File: src/hw/rtl/seird_pkg.sv
package seird_pkg;

  localparam int unsigned MAX_WIDTH  = 1024;
  localparam int unsigned MAX_HEIGHT = 1024;

  // register fields
  localparam int unsigned DIM_W  = 11;
  localparam int unsigned Q_W    = 16;
  localparam int unsigned ST_W   = 3;
  localparam int unsigned CFG_IDX_W = 3;

  localparam int unsigned COL_W  = $clog2(MAX_WIDTH);
  localparam int unsigned ROW_W  = $clog2(MAX_HEIGHT);
  localparam int unsigned POS_W  = (COL_W + 1 > DIM_W) ? COL_W + 1 : DIM_W;
  localparam int unsigned CNT_W  = 4;
  localparam int unsigned SUM_W  = Q_W + CNT_W + 1;

  // register indexes
  localparam logic [CFG_IDX_W-1:0] REG_GRID_WIDTH   = 3'd0;
  localparam logic [CFG_IDX_W-1:0] REG_GRID_HEIGHT  = 3'd1;
  localparam logic [CFG_IDX_W-1:0] REG_INFECTED_WT  = 3'd2;
  localparam logic [CFG_IDX_W-1:0] REG_DEAD_WT      = 3'd3;
  localparam logic [CFG_IDX_W-1:0] REG_RECOVERY_THR = 3'd4;

  // cell codes
  localparam logic [ST_W-1:0] ST_SUSCEPTIBLE = 3'd0;
  localparam logic [ST_W-1:0] ST_EXPOSED     = 3'd1;
  localparam logic [ST_W-1:0] ST_INFECTED    = 3'd2;
  localparam logic [ST_W-1:0] ST_RECOVERED   = 3'd3;
  localparam logic [ST_W-1:0] ST_DEAD        = 3'd4;

  typedef logic [8:0][ST_W-1:0] window_t;

  typedef struct packed {
    logic top;
    logic bottom;
    logic left;
    logic right;
  } border_t;

endpackage

File: src/hw/rtl/seird_rule.sv
module seird_rule (
  input  seird_pkg::window_t              win_i,
  input  seird_pkg::border_t              border_i,
  input  logic [seird_pkg::Q_W-1:0]       infected_weight_i,
  input  logic [seird_pkg::Q_W-1:0]       dead_weight_i,
  input  logic [seird_pkg::Q_W-1:0]       recovery_threshold_i,
  input  logic [seird_pkg::Q_W-1:0]       rand_fraction_i,
  output logic [seird_pkg::ST_W-1:0]      next_state_o
);
  import seird_pkg::*;

  logic [CNT_W-1:0] n_inf;
  logic [CNT_W-1:0] n_dead;
  logic [SUM_W-1:0] exposure;
  logic [8:0]       use_nb;

  // neighbor mask: drop center and positions outside the grid
  always_comb begin
    for (int k = 0; k < 9; k++) begin
      use_nb[k] = (k != 4);
      if (k < 3 && border_i.top) use_nb[k] = 1'b0;
      if (k > 5 && border_i.bottom) use_nb[k] = 1'b0;
      if ((k % 3) == 0 && border_i.left) use_nb[k] = 1'b0;
      if ((k % 3) == 2 && border_i.right) use_nb[k] = 1'b0;
    end
  end

  always_comb begin
    n_inf  = '0;
    n_dead = '0;
    for (int k = 0; k < 9; k++) begin
      if (use_nb[k] && win_i[k] == ST_INFECTED) n_inf = n_inf + 1'b1;
      if (use_nb[k] && win_i[k] == ST_DEAD) n_dead = n_dead + 1'b1;
    end
  end

  assign exposure = (SUM_W'(n_inf) * SUM_W'(infected_weight_i))
                  + (SUM_W'(n_dead) * SUM_W'(dead_weight_i));

  always_comb begin
    unique case (win_i[4])
      ST_SUSCEPTIBLE: next_state_o = (n_inf != '0) ? ST_EXPOSED : ST_SUSCEPTIBLE;
      ST_EXPOSED:     next_state_o = (exposure > SUM_W'(rand_fraction_i)) ? ST_INFECTED
                                                                         : ST_EXPOSED;
      ST_INFECTED:    next_state_o = (recovery_threshold_i > rand_fraction_i) ? ST_RECOVERED
                                                                             : ST_DEAD;
      default:        next_state_o = win_i[4];
    endcase
  end

endmodule

File: config.mk
export PLATFORM = sky130hd
export DESIGN_NAME = seird_rule
export DESIGN_NICKNAME = d
export VERILOG_FILES = /design/src/hw/rtl/seird_pkg.sv /design/src/hw/rtl/seird_rule.sv
export SDC_FILE = /design/constraint.sdc
export NUM_CORES = 1
export LEC_CHECK = 0
export BUFFER_PORTS_ARGS = -buffer_cell sky130_fd_sc_hd__buf_2
export CORE_MARGIN = 1.5
export CORE_UTILIZATION = 53
export DETAILED_ROUTE_END_ITERATION = 16
export PLACE_DENSITY = 0.85
export SLEW_MARGIN = 30
export SYNTH_ARGS = -nofsm -noshare
export SYNTH_HDL_FRONTEND = slang
export SYNTH_SLANG_ARGS = --single-unit
File: constraint.sdc
create_clock -name vclk -period 20.1
set_clock_uncertainty 0.05 [all_clocks]
set_input_delay 3.015 -clock vclk [all_inputs]
set_output_delay 3.015 -clock vclk [all_outputs]
set_load 0.02 [all_outputs]
# Word-level counts from Yosys, hierarchy flattened
# Index checks and enable logic that the tools add are counted.
dict set report word_totals {
  elab_cells 83
  in_bits 95
  reg_bits 0
}
dict set report classes {
  n_eq_ne 18
  n_reduce_logical 18
  n_lt_le_gt_ge 2
  addsub 15
  mul 2
  muxes 28
}
# cell count
set ops {}
lappend ops {{4-bit by 1-bit adder with 4-bit output (second input constant)} 14}
lappend ops {{4-bit 2-to-1 mux} 14}
lappend ops {{4-bit by 16-bit multiplier with 20-bit output} 2}
lappend ops {{3-bit by 2-bit equality test with 1-bit output (second input constant)} 9}
lappend ops {{3-bit equality test (second input constant)} 8}
lappend ops {{20-bit by 20-bit adder with 21-bit output} 1}
lappend ops {{21-bit by 16-bit > comparator with 1-bit output} 1}
lappend ops {{16-bit > comparator} 1}
lappend ops {{1-bit logical AND} 16}
lappend ops {{1-bit 2-to-1 mux} 11}
lappend ops {{3-bit one-hot mux with 3 select lines} 1}
lappend ops {{4-bit nonzero test} 1}
lappend ops {{3-bit by 1-bit equality test with 1-bit output (second input constant)} 1}
lappend ops {{3-bit logical NOT} 1}
lappend ops {{3-bit 2-to-1 mux} 1}
lappend ops {{2-bit 2-to-1 mux} 1}

# Longest topological paths before layout
dict set report depth {
  word_depth 23
  depth_mapped 48
  depth_no_buf 48
}

# Least setup slack after synthesis
# No wires, ideal clock.
dict set report synth_timing {
  kind {in2out}
  start {input border_i[1] in the netlist's numbering}
  end {output next_state_o[1] in the netlist's numbering}
  n_path_buf 1
  arrival_ps 12391
  path_slack_ps 4644
  stages 43
  cell_sequence {or3_1 > nor3b_1 > ha_1 > xnor2_1 > ha_1 > nand2_1 > nand3_1 > ha_1 > nor2_1 > a41oi_2 > ha_1 > mux2i_1 > inv_1 > ha_1 > mux2_2 > ha_1 > nand2_1 > xor2_1 > [7 not listed] > fa_1 > inv_1 > ha_1 > a21o_1 > or3_1 > o21ai_0 > o21bai_1 > a21oi_1 > xnor2_1 > ha_1 > nand4_1 > nor3_1 > o21ai_0 > o211ai_1 > a221oi_1 > nand4_1 > nor2_1 > o32ai_1}
}
dict set report synth_via {
  elab_chain_len 22
  elab_cells_between_ends 45
}
# element line
set synth_lines {}
lappend synth_lines {{start: declaration} seird_rule.sv:3} ;# input seird_pkg::border_t border_i,
lappend synth_lines {{1-bit 2-to-1 mux} seird_rule.sv:23} ;# if ((k % 3) == 0 && border_i.left) use_nb[k] = 1'b0;
lappend synth_lines {{1-bit logical AND (on tied branches)} {seird_rule.sv:32, seird_rule.sv:33}}
lappend synth_lines {{1-bit 2-to-1 mux (on tied branches)} {seird_rule.sv:32, seird_rule.sv:33}}
lappend synth_lines {{4-bit by 1-bit adder with 4-bit output (on tied branches)} {seird_rule.sv:32, seird_rule.sv:33}}
lappend synth_lines {{4-bit 2-to-1 mux (on tied branches)} {seird_rule.sv:32, seird_rule.sv:33}}
lappend synth_lines {{4-bit by 1-bit adder with 4-bit output (on tied branches)} {seird_rule.sv:32, seird_rule.sv:33}}
lappend synth_lines {{4-bit 2-to-1 mux (on tied branches)} {seird_rule.sv:32, seird_rule.sv:33}}
lappend synth_lines {{4-bit by 1-bit adder with 4-bit output (on tied branches)} {seird_rule.sv:32, seird_rule.sv:33}}
lappend synth_lines {{[6 not listed]} n/a}
lappend synth_lines {{4-bit 2-to-1 mux (on tied branches)} {seird_rule.sv:32, seird_rule.sv:33}}
lappend synth_lines {{4-bit by 1-bit adder with 4-bit output (on tied branches)} {seird_rule.sv:32, seird_rule.sv:33}}
lappend synth_lines {{4-bit 2-to-1 mux (on tied branches)} {seird_rule.sv:32, seird_rule.sv:33}}
lappend synth_lines {{4-bit by 16-bit multiplier with 20-bit output (on tied branches)} {seird_rule.sv:37, seird_rule.sv:38}}
lappend synth_lines {{20-bit by 20-bit adder with 21-bit output (*)} seird_rule.sv:38} ;# + (SUM_W'(n_dead) * SUM_W'(dead_weight_i));
lappend synth_lines {{21-bit by 16-bit > comparator with 1-bit output (*)} seird_rule.sv:43} ;# ST_EXPOSED: next_state_o = (exposure > SUM_W'(rand_fraction_i)) ? ST_INFECTED
lappend synth_lines {{2-bit 2-to-1 mux (*)} seird_rule.sv:43}
lappend synth_lines {{3-bit one-hot mux with 3 select lines (*)} seird_rule.sv:41} ;# unique case (win_i[4])
lappend synth_lines {{end: declaration} seird_rule.sv:8} ;# output logic [seird_pkg::ST_W-1:0] next_state_o
# Every way passes the cells marked *; elsewhere a longest branch is shown, timed or not.

# Worst setup path in the final report
dict set report layout_timing {
  start {input border_i[1] in the netlist's numbering}
  end {output next_state_o[0] in the netlist's numbering}
}
dict set report layout_via {
  elab_chain_len 22
  elab_cells_between_ends 47
}
# element line
set layout_lines {}
lappend layout_lines {{1-bit 2-to-1 mux} seird_rule.sv:23}
lappend layout_lines {{1-bit logical AND (on tied branches)} {seird_rule.sv:32, seird_rule.sv:33}}
lappend layout_lines {{1-bit 2-to-1 mux (on tied branches)} {seird_rule.sv:32, seird_rule.sv:33}}
lappend layout_lines {{4-bit by 1-bit adder with 4-bit output (on tied branches)} {seird_rule.sv:32, seird_rule.sv:33}}
lappend layout_lines {{4-bit 2-to-1 mux (on tied branches)} {seird_rule.sv:32, seird_rule.sv:33}}
lappend layout_lines {{4-bit by 1-bit adder with 4-bit output (on tied branches)} {seird_rule.sv:32, seird_rule.sv:33}}
lappend layout_lines {{4-bit 2-to-1 mux (on tied branches)} {seird_rule.sv:32, seird_rule.sv:33}}
lappend layout_lines {{4-bit by 1-bit adder with 4-bit output (on tied branches)} {seird_rule.sv:32, seird_rule.sv:33}}
lappend layout_lines {{[6 not listed]} n/a}
lappend layout_lines {{4-bit 2-to-1 mux (on tied branches)} {seird_rule.sv:32, seird_rule.sv:33}}
lappend layout_lines {{4-bit by 1-bit adder with 4-bit output (on tied branches)} {seird_rule.sv:32, seird_rule.sv:33}}
lappend layout_lines {{4-bit 2-to-1 mux (on tied branches)} {seird_rule.sv:32, seird_rule.sv:33}}
lappend layout_lines {{4-bit by 16-bit multiplier with 20-bit output (on tied branches)} {seird_rule.sv:37, seird_rule.sv:38}}
lappend layout_lines {{20-bit by 20-bit adder with 21-bit output} seird_rule.sv:38}
lappend layout_lines {{21-bit by 16-bit > comparator with 1-bit output} seird_rule.sv:43}
lappend layout_lines {{2-bit 2-to-1 mux} seird_rule.sv:43}
lappend layout_lines {{3-bit one-hot mux with 3 select lines (*)} seird_rule.sv:41}
# Marked as above.

==> flow_summary.json <==
{
  "outcome": "complete, no violations",
  "crit_path_end_kind": "output port",
  "fin_nets": 1090,
  "path_buf_inv": 5,
  "ctsHoldBuffers": 0,
  "grt_pass1_wl_mm": 24.54,
  "fin_util_pct": 60.37,
  "final-hold-violation-count": 0,
  "tightest_slew_ns": 0.7901,
  "final_layout_size_suffix_gt1_share_pct": 18.25,
  "cts_setup_buffers": 0,
  "required_ns": 17.04,
  "seq_cells": 0,
  "gp_congestion": 0.8984,
  "start_util_pct": 54.51,
  "synth.top_cells.by_area": "fa_1 29%, ha_1 16%, and2_1 8.3%",
  "hold_end": "next_state_o[1]",
  "min_period_ns": 16.49,
  "synth.distinct_cells": 74,
  "syn_area_um2": 6225,
  "rows": 39,
  "ios": 98,
  "yosysMostFrequentCell": "inv_1",
  "avgSynthCellArea_um2": 8.481,
  "postRouteAntennaNets": 0,
  "wire_per_inst_um": 14.01,
  "cp_slowest_cell": "xor2_2",
  "worst_hold_path.num_cells": 3,
  "drtIter0Drc": 187,
  "syn_inst": 734,
  "viasPerCell": 5.449,
  "slowest_delay_ns": 0.59,
  "fmax_mhz": 60.63,
  "grt_max_degree": 18,
  "vias": 5264,
  "crit_type": "input pin to output port",
  "maxSlewHeadroom_pct": 47.07,
  "die_area_um2": 12400,
  "drc": 0,
  "synth.largest_area_cell": "fa_1",
  "ir_worst_vdd_v": 0.00002342,
  "synth_nets": 1000,
  "finalSetupTns_ns": 0,
  "drv_cap": 0,
  "clkbuf_count": 0,
  "overflow": 0,
  "setup_viol": 0,
  "register_area_um2": 0,
  "p_per_area_nw_per_um2": 25.71,
  "finalWirelength_mm": 13.54,
  "leakage_uw": 0.003588,
  "yosysSeqAreaShare_pct": 0,
  "hold_path.startpoint": "win_i[14]",
  "coreArea_um2": 11420,
  "path_delay_family": "adder cells",
  "p_total_uw": 177.2,
  "antenna_found_initial": 1,
  "first_global_vias": 5484,
  "track_usage_pct": 23.13,
  "rsz0062_at_grt": "false",
  "ys_warn_count": 0,
  "worstPathArrival_ns": 13.43,
  "worst_path_most_repeated_cell": "ha_1",
  "dp_hpwl_mm": 12.05,
  "die_w_um": 111.4,
  "start_kind": "input pin",
  "hp-class": "input pin to output port",
  "io_buffers": 98,
  "drt_pass1_iterations": 6,
  "fp.dieH_um": 111.4,
  "timing.final.max_slew_violations": 0,
  "cts_resized": 0,
  "yosysTopAreaCellShare_pct": 28.94,
  "area_growth_pct": 10.73,
  "worstPathMaxFanout": 17,
  "min_period_over_period_pct": 82.05,
  "synth_commonest_cells": "134 x inv_1, 90 x fa_1, 83 x and2_1, 81 x ha_1, 52 x nand2_1"
}
==> cell usage in the layout, fill, tap and decap left out, types with 5 or more instances in the layout <==
cell type  Yosys  layout
mux2i_1        5       5
nor2_1        29      29
nand4_1        9       9
a21o_1         8       8
nand2_1       52      52
or3_1          5       5
a21oi_1       25      25
a31oi_1        5       5
inv_1        134     134
nand3b_1       5       5
o21a_1         5       5
ha_1          81      81
xnor2_1       23      21
fa_1          90      90
xor2_1         9       7
and2_1        83      83
nand2b_1       8       8
o21ai_0       17      17
nand3_1        6       6
nor3b_1        7       7
a211oi_1       5       5
nor3_1         8       8
buf_2          2      98
mux2_2         6       6
and2_2        15      15
==> cell families (layout without fill, tap and decap cells) <==
family                     Yosys count  count (layout)  share of synthesized area, %
AOI/OAI and AO/OA                  109             109                         12.38
other                                0               1                             0
and+or+nand+nor                    257             257                         24.38
adders and majority gates          171             171                         45.23
muxes                               11              11                         1.889
buffers and inverters              146             234                         8.965
xor gates and xnor gates            40              40                         7.156
==> how the worst max path moves through the flow <==
stage / from / to / slack [ns] / cells past startpoint
3_5_place_dp: border_i[1] / next_state_o[0] / 3.67 / 44
3_3_place_gp: border_i[1] / next_state_o[0] / 3.59 / 43
5_1_grt: border_i[1] / next_state_o[0] / 2.69 / 44
4_1_cts: border_i[1] / next_state_o[0] / 3.63 / 44
6_report: border_i[1] / next_state_o[0] / 3.61 / 44
2_1_floorplan: border_i[1] / next_state_o[1] / 4.64 / 43
==> power breakdown <==
part	internal (µW)	switching (µW)	leakage [µW]
Combinational	76.7	101	0.00359
Sequential	0	0	0
Clock	0.00000665	0	0.00000000634
==> metrics by stage <==
stage | hold WS [ns] | instance area (µm²) | setup slack (ns) | cells
5_1_grt | 6.366 | 6890 | 2.686 | 965
3_5_place_dp | 6.342 | 6877 | 3.666 | 965
3_3_place_gp | 6.335 | 6854 | 3.594 | 965
4_1_cts | 6.344 | 6877 | 3.632 | 965
6_report | 6.346 | 6893 | 3.607 | 966
2_1_floorplan | 6.121 | 6225 | 4.644 | 734
==> per-layer routing <==
layer	routed length, µm	share of wire (%)	track usage [%]	up-vias
met5	0	0	0	-
met4	90	0.66	2.785	0
met3	685	5.1	2.341	11
met2	6641	49	40.74	153
met1	6118	45	31.92	2494
li1	-	-	-	2606
==> cell type report <==
class	instances	area [µm²]
multi-input cells	588	5703
fillers	1007	4526
repair buffers	100	505.5
inverters	134	503.0
well taps	143	178.9
diodes	1	2.502
Power figures use the tool's default switching activity.
